==> src/hw/rtl/psvm_mul.sv <==
// Shared signed 32 by 32 multiplier with a registered product.
// Depends on nothing else.
`timescale 1ns / 1ps
`default_nettype none
module psvm_mul (
	input  wire logic               clk,
	input  wire logic signed [31:0] a,
	input  wire logic signed [31:0] b,
	output logic signed [63:0]      p_q
);
	always_ff @(posedge clk) begin
		p_q <= a * b;
	end
endmodule
`default_nettype wire

==> config.mk <==
export PLATFORM = sky130hd
export DESIGN_NAME = psvm_mul
export DESIGN_NICKNAME = d
export VERILOG_FILES = /design/src/hw/rtl/psvm_mul.sv
export SDC_FILE = /design/constraint.sdc
export NUM_CORES = 2
export LEC_CHECK = 0
export CAP_MARGIN = 20
export CORE_MARGIN = 4
export CORE_UTILIZATION = 35
export DETAILED_ROUTE_END_ITERATION = 10
export DONT_BUFFER_PORTS = 1
export SLEW_MARGIN = 10
export SYNTH_ARGS = -nofsm -noshare
export SYNTH_HDL_FRONTEND = slang
export SYNTH_SLANG_ARGS = --single-unit
==> constraint.sdc <==
create_clock -name clk -period 9 [get_ports clk]
set_clock_uncertainty 0.05 [all_clocks]
set_input_delay 1.8 -clock clk [delete_from_list [all_inputs] [get_ports clk]]
set_output_delay 1.8 -clock clk [all_outputs]
set_load 0.02 [all_outputs]
# Word level (Yosys, flattened, before mapping)
# Cells that the tools add are included.
# W data, S select, Z words.
word_totals:
  in_bits: 65
  out_inout_bits: 64
  word_cells: 2
  regBits: 64
classes:
  multipliers: 1
op_table:
  columns: ["cell", "count"]
  rows:
  - ["$mul A32 B32 Y64", 1]

# Depth between registers and ports, before layout
logic_depth:
  word_depth: 1
  ltp_mapped: 28
  depth_no_buf: 27

# Least setup slack after synthesis
# OpenSTA, ideal clock, no wires.
synth_path:
  kind: "input-to-reg"
  start: "input port b[2]"
  end: "register p_q[62]"
  arrival_ns: 8.989
  setup_slack_ns: -0.111
  setup_ns: 0.072
  t_required_ns: 8.878
  path_buffers: 1
  stages: 24
  path_cell_list: "clkbuf_1 > nand2_1 > inv_1 > fa_1 > fa_1 > fa_1 > fa_1 > inv_1 > fa_1 > inv_1 > fa_1 > inv_1 > fa_1 > inv_1 > fa_1 > ha_1 > and3_1 > nand2_1 > or3_1 > o22a_1 > o211ai_1 > a31oi_1 > o31ai_1 > xor2_1"
synth_between:
  elab_chain_len: 1
synth_rtl:
  columns: ["item", "line_no", "text"]
  rows:
  - ["from (decl)", "8", "input wire logic signed [31:0] b,"]
  - ["$mul A32 B32 Y64", "12", "p_q <= a * b;"]
  - ["to (signal assigned)", "12", null]
  - ["to (decl)", "9", "output logic signed [63:0] p_q"]
# Every way passes these cells.

# Final worst setup path
layout_path:
  start: "input port a[13]"
  end: "register p_q[63]"
layout_between:
  elab_chain_len: 1
layout_rtl:
  columns: ["item", "line_no", "text"]
  rows:
  - ["from (decl)", "7", "input wire logic signed [31:0] a,"]
  - ["$mul A32 B32 Y64", "12", null]
# Every way passes these cells.

==> impl_metrics.env <==
export IMPL_drtIter0Drc=1145
export IMPL_syn_to_final_growth_pct=6.508
export IMPL_setup_violations=0
export IMPL_initial_core_util_pct=35.33
export IMPL_use_met3_pct=3.060
export IMPL_ys_ff_latch=64
export IMPL_crit_type="primary input to register"
export IMPL_synth_edff_count=0
export IMPL_cpMostUsedCell="fa_1"
export IMPL_h_tree_depth=3
export IMPL_num_nets_final=5160
export IMPL_regMostFlops="p_q"
export IMPL_grtUsageMet2_pct=33.53
export IMPL_fill_cells=10606
export IMPL_yosys_top_cells_area="fa_1 (58%), inv_1 (9.6%), and2_1 (8.7%)"
export IMPL_cp_required_ns=9.25
export IMPL_portBuffers=0
export IMPL_drive_gt1_share_pct=4.643
export IMPL_synth_most_common_cell="fa_1"
export IMPL_grt_pass1_wl_mm=164.8
export IMPL_met1_usage_pct=24.31
export IMPL_reg_top3="p_q: 64 flops"
export IMPL_syn_num_nets=5215
export IMPL_core_um2=105400
export IMPL_muxShareOfSynthArea_pct=0
export IMPL_grt_usage_pct=19.03
export IMPL_crit_slowest_cell="a211oi_4"
export IMPL_vias=25269
export IMPL_post_cts_buffers=0
export IMPL_outcome="finished clean"
export IMPL_cts_sinks=64
export IMPL_grt_pass1_vias=29033
export IMPL_maxCapViolCount=0
export IMPL_drt_wl_total_mm=100.7
export IMPL_die_area_um2=111700
export IMPL_die_x_um=334.2
export IMPL_cts_tree="yes"
export IMPL_postCtsHoldBufs=0
export IMPL_postSynthCellCount=3884
export IMPL_fmax_mhz=115.4
export IMPL_finalNonFillerCells=5226
export IMPL_final_core_util_pct=37.63
export IMPL_worstHoldPathType="primary input to register"
export IMPL_crit_fanout=32
export IMPL_cp_arrival_ns=8.92
export IMPL_io_pins=129
export IMPL_ys_flop_type="dfxtp_1"
export IMPL_ant_nets=0
export IMPL_crit_path_end_kind="register"
export IMPL_cts_root_buffer="clkbuf_16"
export IMPL_worst_pin_slew_ns=0.5697
export IMPL_synth_top_family_by_area="adder cells"
export IMPL_place_detailed_hpwl_mm=82.22
export IMPL_die_h_um=334.2
export IMPL_period_share_pct=96.29
export IMPL_routabilityCongestion=0.8528
export IMPL_yosysSeqAreaShare_pct=3.440
export IMPL_dr_pass1_iters=5
export IMPL_post_synth_xor_area_fraction_pct=1.764
export IMPL_grt_max_degree=33
export IMPL_hold_violations=0
export IMPL_largest_reg_flops=64
export IMPL_syn_cell_area_um2=37240
export IMPL_max_stage_delay_ns=0.58
export IMPL_cts_resized=0
export IMPL_busiest_layer="met2"
export IMPL_wl_per_cell_um=19.28
export IMPL_synth_commonest_cells="fa_1 (1082), inv_1 (952), and2_1 (516)"
export IMPL_clockBufferDepth=2
export IMPL_yosys_warnings=0
export IMPL_synthDistinctLibCells=63
export IMPL_final_design_area_no_fill_um2=39670
export IMPL_multiInputGateArea_um2=31660
export IMPL_rsz0062_at_grt="no"
export IMPL_synth_area_per_cell_um2=9.589
export IMPL_maxSlewViolCount=0
export IMPL_synth_compound_area_share_pct=3.464
export IMPL_dp_cells=5209
export IMPL_ys_async_sr_fraction_pct=0
export IMPL_drc=0
export IMPL_yosysTopAreaCell="fa_1"
export IMPL_synth_fa_ha_area_share_pct=64.34
export IMPL_synth_top_area_share_pct=58.16
export IMPL_grt_overflow=0
export IMPL_fin_crit_ns=8.667
export IMPL_cts_buffers=9
export IMPL_grt_antenna_before_repair=1
export IMPL_place_area_um2=39290
export IMPL_row_count=119
export IMPL_start_kind="primary input"
export IMPL_synth_simple_gate_area_share_pct=15.37
export IMPL_via_per_inst=4.835
export IMPL_ff_latch_area_um2=1281
export IMPL_relSlewSlack_pct=61.90
export IMPL_clk_pin_slew_ns=0.08
-- layout by cell type (no fill, tap or decap), types with 3 or more instances in the layout --
cell,instances
o21a_1,4
inv_1,952
nand4_1,7
a21o_1,23
or3_1,4
a21boi_0,3
o211ai_1,3
xnor2_1,53
nor3_1,5
nand2_1,511
clkbuf_16,9
nor2b_1,3
and4_1,3
nor2_1,42
buf_4,130
and2_1,516
nand2b_1,9
o31ai_1,6
and3_1,7
ha_1,184
bufinv_16,3
dfxtp_1,64
o21ai_0,28
a211oi_1,4
a21oi_1,67
nand3_1,15
buf_12,4
o21bai_1,14
xor2_1,22
a31oi_1,12
fa_1,1080
-- area by class of cell --
type                       instances  area share [%]
multi-input combinational       2668           79.81
antenna                            1        0.006309
timing repair buffer             134           2.662
sequential                        64           3.230
clock inverter                     6          0.2902
inverter                         952           9.009
clock buffer                      10          0.6025
tap                             1391           4.388
-- per-stage QoR --
step,setup slack (ns),hold WS [ns],setup TNS [ns]
after global routing,0.007304,1.468,0
final,0.3335,1.486,0
after detailed placement,-0.1655,1.896,-0.4192
after CTS,0.2606,1.459,0
after floorplan,0.003274,1.877,0
after global placement,-0.1529,1.895,-0.2912
-- worst paths after layout --
kind  startpoint      end  slack, ns  cells after the start
max        a[13]  p_q[63]       0.33                     26
min         a[0]   p_q[0]       1.49                      1
-- kinds of logic after synthesis --
group                      count (synthesis)
adders and majority gates               1266
buffers and inverters                   1152
and+or+nand+nor                         1134
AOI/OAI and AO/OA                        193
xor gates and xnor gates                  75
DFF                                       64
-- worst max-delay path: cells and delay by family --
| kind | cells | cell delay (ns) |
|---|---|---|
| simple gates | 3 | 0.37 |
| buf+inv | 6 | 0.60 |
| xor+xnor | 1 | 0.12 |
| compound gates | 7 | 1.69 |
| fa+ha+maj | 9 | 4.29 |
-- layer usage --
metal	up-vias	wire [um]	share of wire [%]
met5	-	0	0
li1	10936	-	-
met2	665	51540	51
met3	125	5376	5.3
met4	0	3007	3.0
met1	13543	40820	41
Power is left out: the tool's default activity adds up to more than one toggle a clock period on the data nets, which glitch-free logic cannot reach.
