[src/hw/rtl/psvm_pkg.sv]
// Shared types and constants for the polyphonic sine voice mixer.
// Used by psvm_scale and the top level.
`timescale 1ns / 1ps
`default_nettype none
package psvm_pkg;
	localparam int VOICES_DEF = 16;
	localparam int FRAC_DEF   = 30;
	localparam int AMP_FRAC   = 12;
	localparam int MIX_W      = 56;
	localparam int ACC_W      = 65;
	localparam logic OP_LOAD  = 1'b0;
	localparam logic OP_TICK  = 1'b1;

	typedef struct packed {
		logic go;
		logic fin;
	} out_ctl_t;
endpackage
`default_nettype wire

[src/hw/rtl/psvm_scale.sv]
// Output stage: scales the mix by 32767, truncates, saturates and registers the result.
// Depends on psvm_pkg.
`timescale 1ns / 1ps
`default_nettype none
module psvm_scale #(
	parameter int FRAC_BITS = psvm_pkg::FRAC_DEF
) (
	input  wire logic                               clk,
	input  wire logic                               arst_n,
	input  wire logic signed [psvm_pkg::MIX_W-1:0]  mix,
	input  wire psvm_pkg::out_ctl_t                 ctl,
	output logic                                    strobe,
	output logic signed [15:0]                      sample,
	output logic                                    clipped,
	output logic                                    final_res
);
	localparam int MW = psvm_pkg::MIX_W;
	localparam int QS = FRAC_BITS + psvm_pkg::AMP_FRAC;

	logic          neg;
	logic [MW-1:0] mag;
	logic          big;
	logic [MW+14:0] prod;
	logic [16:0]   q;
	logic [15:0]   s_d;
	logic          c_d;

	always_comb begin
		neg  = mix[MW-1];
		mag  = neg ? MW'(-mix) : MW'(mix);
		big  = (mag >> (QS + 1)) != '0;
		prod = ({mag, 15'd0} - (MW+15)'(mag)) >> QS;
		q    = big ? 17'h10000 : prod[16:0];
		c_d  = 1'b0;
		if (neg) begin
			if (q > 17'd32768) begin
				q   = 17'd32768;
				c_d = 1'b1;
			end
			s_d = 16'(-q);
		end else begin
			if (q > 17'd32767) begin
				q   = 17'd32767;
				c_d = 1'b1;
			end
			s_d = q[15:0];
		end
	end

	always_ff @(posedge clk or negedge arst_n) begin
		if (!arst_n) begin
			strobe <= 1'b0;
		end else begin
			strobe <= ctl.go;
		end
	end

	always_ff @(posedge clk) begin
		if (ctl.go) begin
			sample    <= s_d;
			clipped   <= c_d;
			final_res <= ctl.fin;
		end
	end

	a_clip_sat: assert property (@(posedge clk) disable iff (!arst_n)
		strobe && clipped |-> (sample == 16'sh7fff || sample == 16'sh8000))
		else $error("clip flag without saturated sample");
	a_one_cycle: assert property (@(posedge clk) disable iff (!arst_n)
		strobe |=> !strobe)
		else $error("result held longer than one cycle");
	a_strobe_src: assert property (@(posedge clk) disable iff (!arst_n)
		strobe |-> $past(ctl.go))
		else $error("result without request");
endmodule
`default_nettype wire

[config.mk]
export PLATFORM = sky130hd
export DESIGN_NAME = psvm_scale
export DESIGN_NICKNAME = d
export VERILOG_FILES = /design/src/hw/rtl/psvm_pkg.sv /design/src/hw/rtl/psvm_scale.sv
export SDC_FILE = /design/constraint.sdc
export NUM_CORES = 1
export LEC_CHECK = 0
export BUFFER_PORTS_ARGS = -buffer_cell sky130_fd_sc_hd__buf_2
export CAP_MARGIN = 15
export CORE_ASPECT_RATIO = 0.6
export CORE_MARGIN = 1
export CORE_UTILIZATION = 35
export CTS_CLUSTER_DIAMETER = 60
export DETAILED_ROUTE_END_ITERATION = 8
export SYNTH_ARGS = -nofsm -noshare
export SYNTH_HDL_FRONTEND = slang
export SYNTH_SLANG_ARGS = --single-unit
[constraint.sdc]
create_clock -name clk -period 0.8 [get_ports clk]
set_input_delay 0.08 -clock clk [delete_from_list [all_inputs] [get_ports clk]]
set_output_delay 0.08 -clock clk [all_outputs]
set_load 0.05 [all_outputs]
# --- After elaboration in Yosys (flattened, before gate mapping) ---
# Cells that the tools add are included.
classes:
  add_sub_neg: 3
  magnitude_cmp: 2
  n_mux: 9
  reduce_logical: 1
ops:
  columns: ["op", "n"]
  rows:
  - ["$mux W16", 4]
  - ["$sub A59 B56 Y59", 1]
  - ["$mux W56", 1]
  - ["$neg A56 Y56", 1]
  - ["$reduce_bool A56 Y1", 1]
  - ["$gt A17 B15 Y1 const B", 1]
  - ["$gt A17 B16 Y1 const B", 1]
  - ["$mux W17", 1]
  - ["$neg A16 Y16", 1]
  - ["$mux W1", 3]
word_totals:
  register_bits: 19
  in_bits: 60
  out_inout_bits: 19
  wordCells: 19

# --- Logic depth before layout (Yosys ltp) ---
# Gate-level depths: netlist of run 1.
logic_depth:
  depth_word: 9
  depth_mapped: 30
  ltp_nobuf: 28

# --- Worst setup path before layout of run 1 ---
# OpenSTA, ideal clock, no wires.
synth_timing:
  path_kind: "input to register"
  start: "input mix[9] in the netlist's numbering"
  end: "register sample[12], data pin"
  setup_time_ns: 0.280
  t_arrival_ns: 6.307
  required_time_ns: 0.520
  path_slack_ns: -5.787
  path_stages: 29
  n_path_buf: 3
  path_cell_list: "buf_4 > or4_4 > or4_4 > buf_6 > or4_1 > o31ai_1 > xor2_1 > inv_1 > ha_1 > clkbuf_1 > a21o_1 > a21o_1 > a21o_1 > a21o_1 > a21o_1 > a21o_1 > a311oi_1 > o21bai_1 > a31oi_1 > xor2_1 > a211o_4 > o31ai_4 > nand3_1 > ha_1 > inv_1 > nor3_1 > a311oi_1 > o21a_1 > a311oi_1"
synth_via:
  elab_chain_len: 9
  elab_cells_between_ends: 12
  cone_classes: "add/sub (3); order compare (2); mux (6); reduce/logical (1)"
synth_lines:
  columns: ["element", "line", "text"]
  rows:
  - ["from (decl)", "psvm_scale.sv:10", "input wire logic signed [psvm_pkg::MIX_W-1:0] mix,"]
  - ["$neg A56 Y56", "psvm_scale.sv:30", "mag = neg ? MW'(-mix) : MW'(mix);"]
  - ["$mux W56 *", "psvm_scale.sv:30", null]
  - ["$sub A59 B56 Y59 / $reduce_bool A56 Y1 (equally long branches)", "psvm_scale.sv:32, psvm_scale.sv:31", null]
  - ["$mux W17 *", "psvm_scale.sv:33", "q = big ? 17'h10000 : prod[16:0];"]
  - ["$gt A17 B16 Y1", "psvm_scale.sv:36", "if (q > 17'd32768) begin"]
  - ["$mux W16", "psvm_scale.sv:36", null]
  - ["$mux W16", "psvm_scale.sv:35", "if (neg) begin"]
  - ["$neg A16 Y16", "psvm_scale.sv:40", "s_d = 16'(-q);"]
  - ["$mux W16 *", "psvm_scale.sv:35", null]
  - ["net s_d[12]", "psvm_scale.sv:25", "logic [15:0] s_d;"]
  - ["to (signal assigned)", "psvm_scale.sv:60", "sample <= s_d;"]
  - ["to (decl)", "psvm_scale.sv:13", "output logic signed [15:0] sample,"]
# The timed path passes the listed nets; every way through them passes the cells marked *. The select of a mux whose other input is x is not followed.
# A chain may end at the register's enable or synchronous reset.

# --- Final worst setup path of run 1 ---
layout_timing:
  start: "input mix[18] in the netlist's numbering"
  end: "register sample[12], data pin"
# Same word-level chain as after synthesis.

==> results of run 1 <==
[per-layer routing]
metal	up-vias	GRT usage, %
met4	0	0.907
met3	38	15.6
met2	664	44.1
met1	5091	51.7
li1	5070	-
met5	-	0
[sequential cells by signal, indices dropped and copies added, names as in the netlist]
signal     count
clipped        1
final_res      1
sample        16
strobe         1
[power groups by stage]
| stage | Clock (µW) | Sequential (µW) | Combinational [µW] |
|---|---|---|---|
| 6_report | 1100 | 1210 | 11400 |
| 5_1_grt | 1120 | 1210 | 11900 |
| 4_1_cts | 1080 | 1210 | 10400 |
| 3_5_place_dp | 0 | 1210 | 9750 |
| 3_3_place_gp | 0 | 1210 | 9630 |
| 2_1_floorplan | 0 | 1480 | 4410 |
[layout by cell type, fill, tap and decap left out, types with 35 or more instances in the layout]
cell type,count
buf_2,56
o21ai_0,36
xnor2_1,44
buf_6,45
xor2_1,35
nor2_1,61
a21oi_1,50
buf_4,498
nand3_1,38
nand2_1,70
inv_1,36
[kinds of logic (layout without fill, tap and decap cells)]
logic type / after synthesis / in the layout / synth area share, %
DFF: 19 / 19 / 7.58
xor gates and xnor gates: 92 / 92 / 11.9
adders and majority gates: 37 / 37 / 6.16
buffers and inverters: 103 / 647 / 5.89
muxes: 14 / 14 / 1.88
and+or+nand+nor: 417 / 417 / 33.0
AOI/OAI and AO/OA: 334 / 334 / 33.5
[worst max path at each step]
stage | from | end | slack (ns) | cells after the start
after floorplan | mix[19] | sample[12]$_DFFE_PP_ | -5.49 | 30
after global placement | mix[8] | sample[4]$_DFFE_PP_ | -5.63 | 25
after detailed placement | mix[8] | sample[4]$_DFFE_PP_ | -5.71 | 25
after CTS | mix[18] | sample[4]$_DFFE_PP_ | -5.11 | 29
after global routing | mix[18] | sample[12]$_DFFE_PP_ | -5.32 | 26
final | mix[18] | sample[12]$_DFFE_PP_ | -5.21 | 26
[synth_stat cells, types with 25 or more instances]
master    number
nor4_1        25
nand3_1       40
nand2_1       76
nor2_1        64
a21oi_1       57
a21o_1        31
ha_1          35
inv_1         38
xor2_1        38
clkbuf_1      38
o21ai_0       50
a31oi_1       26
nand4_1       25
xnor2_1       48
nor3_1        36
[area by class of cell]
cell class,instances,area (µm²)
clock inverter,1,5.00
tap,273,342
clock buffer,3,75.1
sequential,19,566
inverter,40,155
fill,1773,7630
multi-input combinational,894,7070
timing repair buffer,603,4590
[through the flow]
| step | worst slack (ns) | hold slack [ns] | power, µW | TNS, ns |
|---|---|---|---|---|
| final | -5.21 | 0.123 | 13700 | -85.42 |
| after global routing | -5.32 | 0.134 | 14300 | -87.50 |
| after CTS | -5.11 | 0.114 | 12700 | -84.97 |
| after detailed placement | -5.71 | -0.143 | 11000 | -91.16 |
| after global placement | -5.63 | -0.146 | 10800 | -90.38 |
| after floorplan | -5.49 | -0.216 | 5890 | -83.75 |
[timing repair]
| item | in CTS | in global routing |
|---|---|---|
| gates resized for setup | 119 | 68 |
| pin swaps | 48 | 27 |
| hold endpoints to repair | 2 | 0 |
| setup buffers | 32 | 16 |
| hold buffers | 2 | 0 |
| endpoints found under the setup margin | 36 | 36 |
==> impl_metrics.env, run 1 <==
export IMPL_status="finished with violations"
export IMPL_violations="negative setup slack"
export IMPL_drtAntennaViolNets=0
export IMPL_start_util_pct=36.5
export IMPL_cts_sinks=19
export IMPL_wl_met3_mm=6.07
export IMPL_cp_arrival_ns=6.02
export IMPL_p_sw_uw=6420
export IMPL_grt_max_degree=29
export IMPL_max_cap_viol_count=0
export IMPL_critPathKind="in -> reg"
export IMPL_avgSynthCellArea_um2=7.34
export IMPL_via_count=10900
export IMPL_globalRouteTotalUtil_pct=34.0
export IMPL_synth_top_area_share_pct=7.25
export IMPL_final_max_slew_violation_count=0
export IMPL_yosysWarnings=0
export IMPL_finalCriticalPeriod_ns=6.01
export IMPL_post_route_util_pct=62.7
export IMPL_hold_violations=0
export IMPL_synth_edf_count=18
export IMPL_ir_worst_vdd_uv=777
export IMPL_wl_per_cell_um=20.9
export IMPL_p_leak_uw=0.00570
export IMPL_routed_top_layer="met4"
export IMPL_finalSetupViolCount=36
export IMPL_worstMarginPinSlew_ns=0.825
export IMPL_hpwl_mm=31.3
export IMPL_combPwrFrac_pct=83.1
export IMPL_syn_inst=1016
export IMPL_synth_ff_type="edfxtp_1"
export IMPL_hold_class="in -> async"
export IMPL_final_area_um2=12800
export IMPL_finish_cell_count_without_fillers=1833
export IMPL_dr_pass1_iters=6
export IMPL_grt_setup_unrepaired="yes"
export IMPL_vias_per_cell=5.93
export IMPL_cts_made_buffers=3
export IMPL_cp_start_kind="primary input"
export IMPL_portBuffers=78
export IMPL_fp_dieH_um=115
export IMPL_end_kind="flip-flop"
export IMPL_die_area_um2=21900
export IMPL_synthArstFlopShare_pct=5.26
export IMPL_swShare_pct=47.0
export IMPL_cp_slowest_cell="or4_4"
export IMPL_ys_ff_latch=19
export IMPL_drive_above_1_share_pct=49.4
export IMPL_post_synth_instance_area_um2=7460
export IMPL_synthTopCellsByArea="edfxtp_1 (7.2%), ha_1 (5.9%), xnor2_1 (5.6%)"
export IMPL_met2WireLength_mm=14.1
export IMPL_seqPwrFrac_pct=8.8
export IMPL_relSlewSlack_pct=45.0
export IMPL_synth_seq_area_share_pct=7.58
export IMPL_placed_area_um2=11600
export IMPL_cts_buffer_depth=2
export IMPL_critPathMaxFanout=4
export IMPL_gp_routability_congestion=0.994
export IMPL_max_freq_mhz=166
export IMPL_core_area_um2=20400
export IMPL_std_cell_rows=40
export IMPL_critPathMostFrequentCell="or4_4"
export IMPL_clockPowerShare_pct=8.1
export IMPL_crit_required_ns=0.80
export IMPL_power_density_nw_per_um2=1070
export IMPL_route_detailed_drc=0
export IMPL_met1_length_mm=18.0
export IMPL_synth_top_area_cell="edfxtp_1"
export IMPL_syn2layout_area_growth_pct=71.5
export IMPL_syn_nets=1111
export IMPL_crit_buf_inv=5
export IMPL_drt_total_wl_mm=38.4
export IMPL_nets=1656
export IMPL_drt_initial_drc_count=1442
export IMPL_cell_internal_pwr_uw=7250
export IMPL_grt_pass1_wl_mm=56.9
export IMPL_antenna_cells=0
export IMPL_cpPeakStageDelay_ns=0.56
export IMPL_cts_clk_slew_worst_paths_ns=0.06
export IMPL_cts_tree="built"
export IMPL_finalWorstSetupSlack_ns=-5.21
export IMPL_grt_overflow=0
export IMPL_die_x_um=190
export IMPL_clock_root_buffer="clkbuf_16"
export IMPL_post_synth_num_cell_types=104
export IMPL_first_global_vias=9834
export IMPL_ios=79
export IMPL_final_period_utilization_pct=752
export IMPL_cts_htree_levels=1
export IMPL_critical_path_top_delay_family="simple AND/OR/NAND/NOR gates"
export IMPL_placed_cells=1789
export IMPL_antenna_found_initial=0
No activity file was read; power rests on OpenSTA's default activity.
==> run 2: changes to the inputs <==
Settings changed: CAP_MARGIN 15 to 20, CELL_PAD_IN_SITES_DETAIL_PLACEMENT set to 1, CELL_PAD_IN_SITES_GLOBAL_PLACEMENT set to 1, CORE_UTILIZATION 35 to 30, PLACE_DENSITY_LB_ADDON set to 0.1.
==> impl_metrics.env, run 2 (synthesis gave the netlist of run 1 again) <==
export IMPL_status="finished with violations"
export IMPL_violations="negative setup slack"
export IMPL_start_util_pct=30.7
export IMPL_grt_setup_unrepaired="yes"
export IMPL_swShare_pct=47.6
export IMPL_drtAntennaViolNets=0
export IMPL_hold_class="in -> async"
export IMPL_wl_per_cell_um=23.0
export IMPL_grt_max_degree=32
export IMPL_antenna_found_initial=1
export IMPL_hold_violations=0
export IMPL_dr_pass1_iters=5
export IMPL_final_cell_mix="buf_4 (534), nand2_1 (68), nor2_1 (62), buf_2 (56), a21oi_1 (49)"
export IMPL_cp_arrival_ns=6.13
export IMPL_finalSetupViolCount=36
export IMPL_critPathMaxFanout=3
export IMPL_multiInputGateArea_um2=7040
export IMPL_grt_overflow=0
export IMPL_finish_cell_count_without_fillers=1914
export IMPL_drt_total_wl_mm=44.0
export IMPL_p_total_uw=14100
export IMPL_largest_register_ff_count=16
export IMPL_max_freq_mhz=163
export IMPL_vias_per_cell=5.80
export IMPL_worstMarginPinSlew_ns=1.02
export IMPL_cts_tree="built"
export IMPL_final_max_slew_violation_count=0
export IMPL_nets=1688
export IMPL_clockPowerShare_pct=7.7
export IMPL_combPwrFrac_pct=83.7
export IMPL_cts_sinks=19
export IMPL_std_cell_rows=44
export IMPL_cts_buffer_depth=2
export IMPL_route_detailed_drc=0
export IMPL_crit_required_ns=0.79
export IMPL_ir_worst_vdd_uv=629
export IMPL_cpPeakStageDelay_ns=0.57
export IMPL_critPathKind="in -> reg"
export IMPL_finalWorstSetupSlack_ns=-5.34
export IMPL_fp_dieH_um=124
export IMPL_core_area_um2=24300
export IMPL_fillers=2999
export IMPL_p_sw_uw=6730
export IMPL_ios=79
export IMPL_dp_slack_ns=-5.73
export IMPL_globalRouteTotalUtil_pct=33.1
export IMPL_gp_routability_congestion=0.991
export IMPL_startpoint="mix[6]"
export IMPL_via_count=11100
export IMPL_cp_start_kind="primary input"
export IMPL_grt_pass1_wl_mm=63.9
export IMPL_die_x_um=206
export IMPL_drt_initial_drc_count=1104
export IMPL_seq_area_um2=566
export IMPL_critPathMostFrequentCell="or4_4"
export IMPL_end_kind="flip-flop"
export IMPL_cts_made_buffers=3
export IMPL_cp_slowest_cell="or4_4"
export IMPL_max_cap_viol_count=0
export IMPL_cell_internal_pwr_uw=7400
export IMPL_portBuffers=78
export IMPL_relSlewSlack_pct=31.4
export IMPL_placed_cells=1857
export IMPL_top_register="sample"
export IMPL_finalCriticalPeriod_ns=6.14
export IMPL_post_route_util_pct=53.8
export IMPL_clock_root_buffer="clkbuf_16"
export IMPL_p_leak_uw=0.00586
export IMPL_final_period_utilization_pct=768
export IMPL_power_density_nw_per_um2=1080
export IMPL_antenna_cells=0
export IMPL_cts_htree_levels=1
export IMPL_drive_above_1_share_pct=50.1
export IMPL_hpwl_mm=35.8
export IMPL_mostFrequentLayoutCell="buf_4"
export IMPL_die_area_um2=25500
export IMPL_syn2layout_area_growth_pct=75.1
export IMPL_first_global_vias=10700
export IMPL_cts_clk_slew_worst_paths_ns=0.06
export IMPL_tns_ns=-87.69
export IMPL_seqPwrFrac_pct=8.6
[run 2: what timing repair did]
action                                 in CTS  in global routing
endpoints found under the hold margin       2                  0
buffers inserted                           36                 20
pin swaps                                  40                 40
setup endpoints to repair                  36                 36
hold buffers                                2                  0
resized for setup                         109                 63
[run 2: area by class of cell]
type,instances,share of cell area [%]
Tap cell,322,3.09
Clock inverter,1,0.0383
Multi-Input combinational cell,894,53.9
Timing Repair Buffer,635,36.9
Sequential cell,19,4.33
Inverter,40,1.19
Clock buffer,3,0.575
[run 2: path summary, 6_finish.rpt]
kind | slack (ns) | end | cells past startpoint
min in group clk | 0.15 | strobe$_DFF_PN0_ | 2
max in group asynchronous | 0.60 | strobe$_DFF_PN0_ | 2
min | 0.12 | strobe$_DFF_PN0_ | 2
max | -5.34 | sample[12]$_DFFE_PP_ | 27
[run 2: layer usage]
layer	wire length, µm	share of wire, %	GRT usage [%]
met3	4400	10	10.9
met2	17200	39	45.3
met5	113	0.26	0
met1	22200	50	50.9
met4	133	0.30	0.787
[run 2: per-stage QoR]
step,hold slack (ns),cell area (µm²)
after floorplan,-0.216,7530
after global placement,-0.146,11800
after detailed placement,-0.144,11800
after CTS,0.122,12600
after global routing,0.153,13100
final,0.121,13100
[run 2: worst max-delay path: cells and delay by family]
| kind | cells | cell delay, ns |
|---|---|---|
| AOI/OAI and AO/OA | 9 | 1.61 |
| xor gates and xnor gates | 2 | 0.23 |
| adders and majority gates | 2 | 0.48 |
| buffers and inverters | 3 | 0.33 |
| muxes | 1 | 0.21 |
| and+or+nand+nor | 10 | 3.18 |
[run 2: power groups by stage]
stage	Combinational (µW)	Sequential (µW)	Clock, µW
2_1_floorplan	4410	1480	0
3_5_place_dp	10100	1210	0
6_report	11800	1210	1090
3_3_place_gp	9850	1210	0
4_1_cts	10800	1210	1090
5_1_grt	12400	1220	1140
